File: config.mk
export PLATFORM = sky130hd
export DESIGN_NAME = per_source_login_throttle_flat
export DESIGN_NICKNAME = d
export VERILOG_FILES = /design/src/rtl/psl_pkg.sv /design/src/rtl/psl_req_if.sv /design/src/rtl/psl_rsp_if.sv /design/src/rtl/per_source_login_throttle.sv /design/src/flat_wrapper.sv
export SDC_FILE = /design/constraint.sdc
export NUM_CORES = 2
export LEC_CHECK = 0
export BUFFER_PORTS_ARGS = -buffer_cell sky130_fd_sc_hd__buf_4
export CORE_ASPECT_RATIO = 0.6
export CORE_MARGIN = 1.5
export CORE_UTILIZATION = 66
export CTS_BUF_LIST = sky130_fd_sc_hd__clkbuf_4 sky130_fd_sc_hd__clkbuf_8
export DETAILED_ROUTE_END_ITERATION = 10
export PLACE_DENSITY = 0.82
export SLEW_MARGIN = 10
export SYNTH_ARGS = -nofsm -noshare
export SYNTH_HDL_FRONTEND = slang
export SYNTH_MEMORY_MAX_BITS = 65536
export SYNTH_SLANG_ARGS = --single-unit
File: constraint.sdc
create_clock -name clk_i -period 17.6 [get_ports clk_i]
set_input_delay 3.52 -clock clk_i [delete_from_list [all_inputs] [get_ports clk_i]]
set_output_delay 3.52 -clock clk_i [all_outputs]
set_load 0.005 [all_outputs]
File: src/rtl/psl_pkg.sv
package psl_pkg;

  // configuration register indexes
  localparam logic [1:0] CFG_ATTEMPT_LIMIT = 2'd0;
  localparam logic [1:0] CFG_RETRY_WINDOW  = 2'd1;
  localparam logic [1:0] CFG_LOCKOUT_TIME  = 2'd2;

  // request codes
  localparam logic OP_CHECK  = 1'b0;
  localparam logic OP_RECORD = 1'b1;

  localparam int unsigned CntMax = 255;

  typedef enum logic [1:0] {
    ST_IDLE,
    ST_SCAN,
    ST_RESP
  } state_e;

  // one table entry as stored in the memory
  typedef struct packed {
    logic [31:0] address;
    logic [7:0]  attempts;
    logic [31:0] last_time;
  } entry_t;

endpackage

File: src/rtl/psl_req_if.sv
interface psl_req_if;
  logic        valid;
  logic        ready;
  logic        op;
  logic [31:0] client_address;
  logic        attempt_ok;
  logic [31:0] now_seconds;

  modport source (output valid, op, client_address, attempt_ok, now_seconds, input ready);
  modport sink   (input valid, op, client_address, attempt_ok, now_seconds, output ready);
endinterface

File: src/rtl/psl_rsp_if.sv
interface psl_rsp_if;
  logic valid;
  logic ready;
  logic blocked;
  logic table_full;

  modport source (output valid, blocked, table_full, input ready);
  modport sink   (input valid, blocked, table_full, output ready);
endinterface

File: src/rtl/per_source_login_throttle.sv
// channel   dir  beat payload
// req_i     in   op, client_address, attempt_ok, now_seconds
// rsp_o     out  blocked, table_full
// cfg_*_i   in   write enable, register index, data (no read-back)
//
// one request at a time: entries are read one a cycle and compared in the cycle after; a
// zero address or a check with zero limit answers without a scan; the next request can be
// taken in the cycle the answer appears. reset clears the fill count but not the entries;
// entries are never freed, so the ones below it are valid and no clearing pass is needed. a
// result waiting in the output register holds the next request in its last step until that
// register is free
module per_source_login_throttle #(
  parameter int unsigned TABLE_ENTRIES = 64
) (
  input  logic        clk_i,
  input  logic        rst_ni,
  psl_req_if.sink     req_i,
  psl_rsp_if.source   rsp_o,
  input  logic        cfg_we_i,
  input  logic [1:0]  cfg_idx_i,
  input  logic [15:0] cfg_data_i
);
  import psl_pkg::*;

  localparam int unsigned IW = (TABLE_ENTRIES > 1) ? $clog2(TABLE_ENTRIES) : 1;
  localparam int unsigned CW = $clog2(TABLE_ENTRIES + 1);
  localparam logic [CW-1:0] Depth = CW'(TABLE_ENTRIES);

  state_e state_q, state_d;

  logic [7:0]  limit_q;
  logic [15:0] retry_q;
  logic [15:0] lock_q;

  logic          op_q;
  logic [31:0]   addr_q;
  logic          ok_q;
  logic [31:0]   now_q;

  logic [CW-1:0] fill_q, fill_d;
  logic [CW-1:0] iss_q, iss_d;
  logic          pend_q, pend_d;
  logic [IW-1:0] pend_idx_q;
  entry_t        rd_q;

  logic res_blocked_q, res_blocked_d;
  logic res_full_q, res_full_d;
  logic out_valid_q, out_valid_d;
  logic out_blocked_q, out_full_q;

  entry_t mem [TABLE_ENTRIES];

  logic          req_fire;
  logic          issue;
  logic          hit;
  logic          miss;
  logic          rd_en;
  logic          mem_we;
  logic [IW-1:0] mem_waddr;
  entry_t        mem_wdata;
  logic          load_out;

  logic [7:0]  base_cnt;
  logic [31:0] base_last;
  logic [7:0]  cnt0;
  logic [7:0]  new_cnt;
  logic        retry_in;
  logic        lock_in;

  assign req_fire = req_i.valid && req_i.ready;
  assign req_i.ready = (state_q == ST_IDLE);

  assign rsp_o.valid      = out_valid_q;
  assign rsp_o.blocked    = out_blocked_q;
  assign rsp_o.table_full = out_full_q;

  // scan pipeline: read issued at iss_q, compared in the cycle after
  assign issue = (state_q == ST_SCAN) && (iss_q < fill_q);
  assign hit   = (state_q == ST_SCAN) && pend_q && (rd_q.address == addr_q);
  assign miss  = (state_q == ST_SCAN) && !pend_q && !issue;
  assign rd_en = issue;

  // a new entry starts from count 0 and time 0
  assign base_cnt  = hit ? rd_q.attempts : 8'd0;
  assign base_last = hit ? rd_q.last_time : 32'd0;
  assign cnt0      = (base_cnt >= limit_q) ? 8'd0 : base_cnt;
  assign retry_in  = {1'b0, now_q} < ({1'b0, base_last} + {17'd0, retry_q});
  assign lock_in   = {1'b0, now_q} < ({1'b0, rd_q.last_time} + {17'd0, lock_q});

  always_comb begin
    if (!ok_q || retry_in) begin
      new_cnt = (cnt0 == 8'(CntMax)) ? cnt0 : cnt0 + 8'd1;
    end else begin
      new_cnt = 8'd0;
    end
  end

  assign mem_we = (op_q == OP_RECORD) && (hit || (miss && (fill_q < Depth)));
  assign mem_waddr = hit ? pend_idx_q : fill_q[IW-1:0];
  assign mem_wdata = '{address: addr_q, attempts: new_cnt, last_time: now_q};

  assign load_out = (state_q == ST_RESP) && (!out_valid_q || rsp_o.ready);

  always_comb begin
    state_d       = state_q;
    fill_d        = fill_q;
    iss_d         = iss_q;
    pend_d        = pend_q;
    res_blocked_d = res_blocked_q;
    res_full_d    = res_full_q;
    out_valid_d   = out_valid_q && !rsp_o.ready;

    unique case (state_q)
      ST_IDLE: begin
        if (req_fire) begin
          res_blocked_d = 1'b0;
          res_full_d    = 1'b0;
          iss_d         = '0;
          pend_d        = 1'b0;
          if ((req_i.client_address == 32'd0) ||
              ((req_i.op == OP_CHECK) && (limit_q == 8'd0))) begin
            state_d = ST_RESP;
          end else begin
            state_d = ST_SCAN;
          end
        end
      end
      ST_SCAN: begin
        if (hit || miss) begin
          pend_d  = 1'b0;
          state_d = ST_RESP;
          if (op_q == OP_CHECK) begin
            res_blocked_d = hit && (rd_q.attempts >= limit_q) && lock_in;
          end else if (miss) begin
            if (fill_q < Depth) begin
              fill_d = fill_q + CW'(1);
            end else begin
              res_full_d = 1'b1;
            end
          end
        end else begin
          pend_d = issue;
          iss_d  = iss_q + {{(CW-1){1'b0}}, issue};
        end
      end
      ST_RESP: begin
        if (load_out) begin
          out_valid_d = 1'b1;
          state_d     = ST_IDLE;
        end
      end
      default: state_d = ST_IDLE;
    endcase
  end

  always_ff @(posedge clk_i or negedge rst_ni) begin
    if (!rst_ni) begin
      state_q       <= ST_IDLE;
      fill_q        <= '0;
      iss_q         <= '0;
      pend_q        <= 1'b0;
      res_blocked_q <= 1'b0;
      res_full_q    <= 1'b0;
      out_valid_q   <= 1'b0;
      limit_q       <= '0;
      retry_q       <= '0;
      lock_q        <= '0;
    end else begin
      state_q       <= state_d;
      fill_q        <= fill_d;
      iss_q         <= iss_d;
      pend_q        <= pend_d;
      res_blocked_q <= res_blocked_d;
      res_full_q    <= res_full_d;
      out_valid_q   <= out_valid_d;
      if (cfg_we_i) begin
        unique case (cfg_idx_i)
          CFG_ATTEMPT_LIMIT: limit_q <= cfg_data_i[7:0];
          CFG_RETRY_WINDOW:  retry_q <= cfg_data_i;
          CFG_LOCKOUT_TIME:  lock_q  <= cfg_data_i;
          default: ;
        endcase
      end
    end
  end

  // payload registers
  always_ff @(posedge clk_i) begin
    if (req_fire) begin
      op_q   <= req_i.op;
      addr_q <= req_i.client_address;
      ok_q   <= req_i.attempt_ok;
      now_q  <= req_i.now_seconds;
    end
    if (issue) begin
      pend_idx_q <= iss_q[IW-1:0];
    end
    if (load_out) begin
      out_blocked_q <= res_blocked_q;
      out_full_q    <= res_full_q;
    end
  end

  // table memory, one write and one registered read port
  always_ff @(posedge clk_i) begin
    if (mem_we) begin
      mem[mem_waddr] <= mem_wdata;
    end
    if (rd_en) begin
      rd_q <= mem[iss_q[IW-1:0]];
    end
  end

  a_fill_bound: assert property (@(posedge clk_i) disable iff (!rst_ni)
    fill_q <= Depth)
    else $error("fill count beyond table depth");

  a_write_in_scan: assert property (@(posedge clk_i) disable iff (!rst_ni)
    (state_q == ST_SCAN) && mem_we |=> (state_q == ST_RESP))
    else $error("write-back did not end the scan");

  a_accept_leaves_idle: assert property (@(posedge clk_i) disable iff (!rst_ni)
    req_fire |=> (state_q != ST_IDLE))
    else $error("accepted request left no work");

  a_blocked_not_full: assert property (@(posedge clk_i) disable iff (!rst_ni)
    out_valid_q && out_blocked_q |-> !out_full_q)
    else $error("blocked and table_full in one result");

endmodule
File: src/flat_wrapper.sv
// flat-port wrapper written by rule: the top's interface ports become plain ports
module per_source_login_throttle_flat import psl_pkg::*;
#(
  parameter int unsigned TABLE_ENTRIES = 64
)
  (clk_i, rst_ni, cfg_we_i, cfg_idx_i, cfg_data_i, req_i_valid, req_i_op, req_i_client_address, req_i_attempt_ok, req_i_now_seconds, req_i_ready, rsp_o_valid, rsp_o_blocked, rsp_o_table_full, rsp_o_ready);
  psl_req_if req_i_i ();
  psl_rsp_if rsp_o_i ();
  input  logic clk_i;
  input  logic rst_ni;
  input  logic cfg_we_i;
  input  logic [1:0] cfg_idx_i;
  input  logic [15:0] cfg_data_i;
  input wire logic [$bits(req_i_i.valid)-1:0] req_i_valid;
  input wire logic [$bits(req_i_i.op)-1:0] req_i_op;
  input wire logic [$bits(req_i_i.client_address)-1:0] req_i_client_address;
  input wire logic [$bits(req_i_i.attempt_ok)-1:0] req_i_attempt_ok;
  input wire logic [$bits(req_i_i.now_seconds)-1:0] req_i_now_seconds;
  output wire logic [$bits(req_i_i.ready)-1:0] req_i_ready;
  output wire logic [$bits(rsp_o_i.valid)-1:0] rsp_o_valid;
  output wire logic [$bits(rsp_o_i.blocked)-1:0] rsp_o_blocked;
  output wire logic [$bits(rsp_o_i.table_full)-1:0] rsp_o_table_full;
  input wire logic [$bits(rsp_o_i.ready)-1:0] rsp_o_ready;
  assign req_i_i.valid = req_i_valid;
  assign req_i_i.op = req_i_op;
  assign req_i_i.client_address = req_i_client_address;
  assign req_i_i.attempt_ok = req_i_attempt_ok;
  assign req_i_i.now_seconds = req_i_now_seconds;
  assign req_i_ready = req_i_i.ready;
  assign rsp_o_valid = rsp_o_i.valid;
  assign rsp_o_blocked = rsp_o_i.blocked;
  assign rsp_o_table_full = rsp_o_i.table_full;
  assign rsp_o_i.ready = rsp_o_ready;
  per_source_login_throttle #(.TABLE_ENTRIES(TABLE_ENTRIES)) u_core (.clk_i(clk_i), .rst_ni(rst_ni), .req_i(req_i_i), .rsp_o(rsp_o_i), .cfg_we_i(cfg_we_i), .cfg_idx_i(cfg_idx_i), .cfg_data_i(cfg_data_i));
endmodule
==> flow_summary.ini <==
[cells_and_area]
layout.cells.most_common_list = 4754 x sky130_fd_sc_hd__edfxtp_1, 1512 x sky130_fd_sc_hd__mux4_2, 670 x sky130_fd_sc_hd__clkbuf_8
finish.net_count = 8407
fill_cells = 14024
syn2layout_area_growth_pct = 10.33
layout.cells.most_common = sky130_fd_sc_hd__edfxtp_1
post_route_cells_drive_above_1_share_pct = 34.38

[clocking]
cts_hold_buffers = 0
tritoncts_num_sinks = 4814
cts.clk_slew.worst_paths_ns = 0.07
post-cts-setup-buffer-count = 0
h_tree_depth = 6
cts.root.buffer_cell = sky130_fd_sc_hd__clkbuf_8
cts_tree = done
clock_buffer_depth = 4
cts_inserted_buffers = 647
cts-resized-gates = 0
clock_latency_ns = 1.15

[floorplanning]
die_height_um = 414.0
floorplan.initialDensity_pct = 66.53
fp.dieArea_um2 = 284800
boundaryPins = 93
fp.coreArea_um2 = 279300
floorplan.rows = 150
die_w_um = 688.0

[power]
clock_power_share_pct = 32.1
power_per_cell_area_nw_per_um2 = 126.8
cellLeakagePower_nw = 61.76
p_comb_share_pct = 16.2
power.share.switching_pct = 25.59
post-layout-total-power_mw = 25.99
p_sw_mw = 6.651
sequentialPowerShare_pct = 51.6
maximum_ir_drop_on_the_vdd_rail_v = 0.0001002
p_int_mw = 19.34

[logic_synthesis]
postSynth.topFlopCell = sky130_fd_sc_hd__edfxtp_1
netlist.top_cell.by_area = sky130_fd_sc_hd__edfxtp_1
synth_fa_ha_area_share_pct = 0.8296
synthDominantCellAreaShare_pct = 76.83
yosys.area_share.xor_xnor_pct = 0.4902
total_of_flip_flops_plus_latches_after_synthesis = 4814
synth-async-reset-ratio_pct = 1.246
synth-compound-area-share_pct = 0.6680
yosys.cell_types.count = 57
synth_enable_flop_cells = 4754
mappedNetlistNets = 7749
post_synthesis_cell_area_um2 = 185800
synth_seq_area_share_pct = 77.64
synth-simple-area-share_pct = 0.9798
synth.top_cells.by_area = sky130_fd_sc_hd__edfxtp_1 77%, sky130_fd_sc_hd__mux4_2 18%, sky130_fd_sc_hd__dfrtp_1 0.81%
postSynthAreaPerCell_um2 = 24.65
synth_top_family_by_area = multiplexers
synth.area.mux_share_pct = 18.53
synth.yosys.warnings = 0
post_synth_inst_count = 7538

[sta]
finalClockSkew_ns = 0.09353
setup_viol = 0
min_period_ns = 9.149
max_freq_mhz = 109.3
final_hold_viol_count = 0
timing.max_slew.rel_slack_pct = 7.466
final_min_period_over_clock_period_pct = 51.98
setup_total_negative_slack_ns = 0
slew_worst_pin_ns = 1.388
max_slew_violation_count = 0
grt_setup_unrepaired = no

[setup_path]
timing.setup.critical_path_class = reg -> reg
critPathRequiredTime_ns = 18.34
worstSetupStartpoint = u_core.addr_q[21]$_DFFE_PP_
timing.critical_path.to_type = register
worst-path-buf-inv = 3
r2r-start = u_core.addr_q[21]$_DFFE_PP_
worst_path_dominant_cell_family = simple AND/OR/NAND/NOR gates
critPathMostFrequentCell = sky130_fd_sc_hd__buf_4
max_stage_delay_ns = 0.84
worstPathMaxFanout = 65
worstSetupStartpointType = register
timing.critical_path.cells = buf_4 > xnor2_1 > nand4_1 > or4_1 > nor3_4 > buf_4 > nand2_1 > fa_1 > nor2b_1 > o31ai_1 > a21oi_1 > nor4b_1 > nor3b_1 > o21ai_0 > nor3b_1 > o21ai_0 > ha_1 > nand4_1 > nor3_1 > nand2_1 > o211a_1 > a21oi_1 > nor3_2 > buf_4
worst-endpoint-arrival_ns = 9.88
timing.critical_path.slowest_stage_cell = sky130_fd_sc_hd__a21oi_1

[grt]
grt_start_max_net_pins = 171
grt_most_used_layer = met2
grt.met3_usage_pct = 12.90
grt_remaining_overflow = 0
vias_in_the_first_global_route = 92925
use_met2_pct = 56.47
global_route.usage.total_pct = 38.34
first_pass_grt_wire_length_um = 734700
grt.met1_usage_pct = 53.50
number_of_antenna_violations_at_the_first_check_in_global_routing = 22

[placement]
place.port_buffers = 92
finalWeightedCongestion = 0.9164
place.detailed.hpwl_um = 287200

[route]
wl_um = 540900
final_antenna_net_count = 0
first_iter_violations = 19937
wl_per_cell_um = 43.54
drt-vias-per-instance = 7.656
detail_route.drc_violations = 0
pre_antenna_drt_iters = 8
vias = 95121

[hold_path]
holdCritStartpoint = u_core.res_blocked_q$_DFFE_PN0P_
timing.hold.worst.class = reg -> reg

[flow_run]
drv_cap = 0

[outcome]
outcome = finished clean
[layer usage]
metal  vias up  share of wire [%]
met5         -              0.049
met4        18                5.4
met3      1692                 17
met2     10534                 45
met1     48790                 33
li1      34087                  -
[power groups by stage]
stage,clock [mW],combinational [mW],sequential [mW]
6_report,8.36,4.22,13.4
5_1_grt,8.82,4.43,13.4
4_1_cts,8.37,4.18,13.4
3_5_place_dp,0,4.17,13.7
3_3_place_gp,0,3.99,13.6
2_1_floorplan,0,2.81,13.8
[cell type report]
type                            instances  area [um^2]  area share, %
Clock inverter                        259         1608         0.7843
Sequential cell                      4814       144300          70.38
Multi-Input combinational cell       2335        40500          19.76
Clock buffer                          884        10830          5.282
Inverter                               34        132.6        0.06469
Antenna cell                           10        25.02        0.01221
Timing Repair Buffer                  364         2970          1.449
Tap cell                             3724         4659          2.273
[stage by stage]
stage | hold WS (ns) | util [%] | worst slack, ns | instance area (um^2) | instances
6_report | 0.4713 | 73.41 | 8.452 | 205000 | 12424
5_1_grt | 0.4695 | 73.40 | 8.094 | 205000 | 12416
4_1_cts | 0.4612 | 73.38 | 8.515 | 204900 | 12411
3_5_place_dp | 0.4390 | 68.93 | 8.455 | 192500 | 11268
3_3_place_gp | 0.4370 | 68.92 | 8.793 | 192500 | 11267
2_1_floorplan | 0.4253 | - | 4.783 | 185800 | 7538
[worst reg2reg max path: cells and delay by family, from the launching register on]
kind                     cells  cell delay [ns]
AO/OA/AOI/OAI                6             1.94
XOR/XNOR                     1             0.29
adder cells (fa/ha/maj)      2             0.81
buffers and inverters        3             1.45
flip-flops                   1             0.32
AND/OR/NAND/NOR             12             3.94
[Yosys cell counts, drive strengths merged (12+ instances only)]
| library cell | n |
|---|---|
| nor2 | 97 |
| and2 | 25 |
| nand3 | 28 |
| xor2 | 47 |
| mux2 | 33 |
| nor2b | 12 |
| edfxtp | 4754 |
| a21o | 34 |
| mux4 | 1512 |
| inv | 34 |
| nand2 | 93 |
| a21oi | 51 |
| buf | 172 |
| nor4 | 19 |
| o21ai | 52 |
| ha | 120 |
| nor3 | 24 |
| dfrtp | 60 |
| xnor2 | 57 |
| clkbuf | 183 |
| nand4 | 20 |
[logic make-up (layout without fill, tap and decap cells)]
| logic type | count (synthesis) | after routing |
|---|---|---|
| adder cells (fa/ha/maj) | 122 | 122 |
| other | 0 | 10 |
| AO/OA/AOI/OAI | 196 | 196 |
| multiplexers | 1545 | 1545 |
| XOR/XNOR | 104 | 104 |
| AND/OR/NAND/NOR | 368 | 368 |
| buffers and inverters | 389 | 1541 |
| flip-flops | 4814 | 4814 |
[flip-flops by register name, summed over array words and instances (netlist names), 8 cells and up]
signal          cells
u_core.addr_q      32
u_core.limit_q      8
u_core.lock_q      16
u_core.mem       4608
u_core.now_q       32
u_core.rd_q        72
u_core.retry_q     16
[path summary, 6_finish.rpt]
| check | slack [ns] | to | cells after the start |
|---|---|---|---|
| max | 8.45 | u_core.mem[35][38]$_DFFE_PP_ | 24 |
| min | 0.47 | u_core.rsp_o.blocked$_DFFE_PP_ | 0 |
| max reg2reg | 8.45 | u_core.mem[35][38]$_DFFE_PP_ | 24 |
| min reg2reg | 0.47 | u_core.rsp_o.blocked$_DFFE_PP_ | 0 |
| max in group asynchronous | 14.35 | u_core.iss_q[0]$_DFFE_PN0P_ | 1 |
| min in group asynchronous | 2.50 | u_core.lock_q[7]$_DFFE_PN0P_ | 1 |
Note: power is estimated with default switching activity, not from simulation.
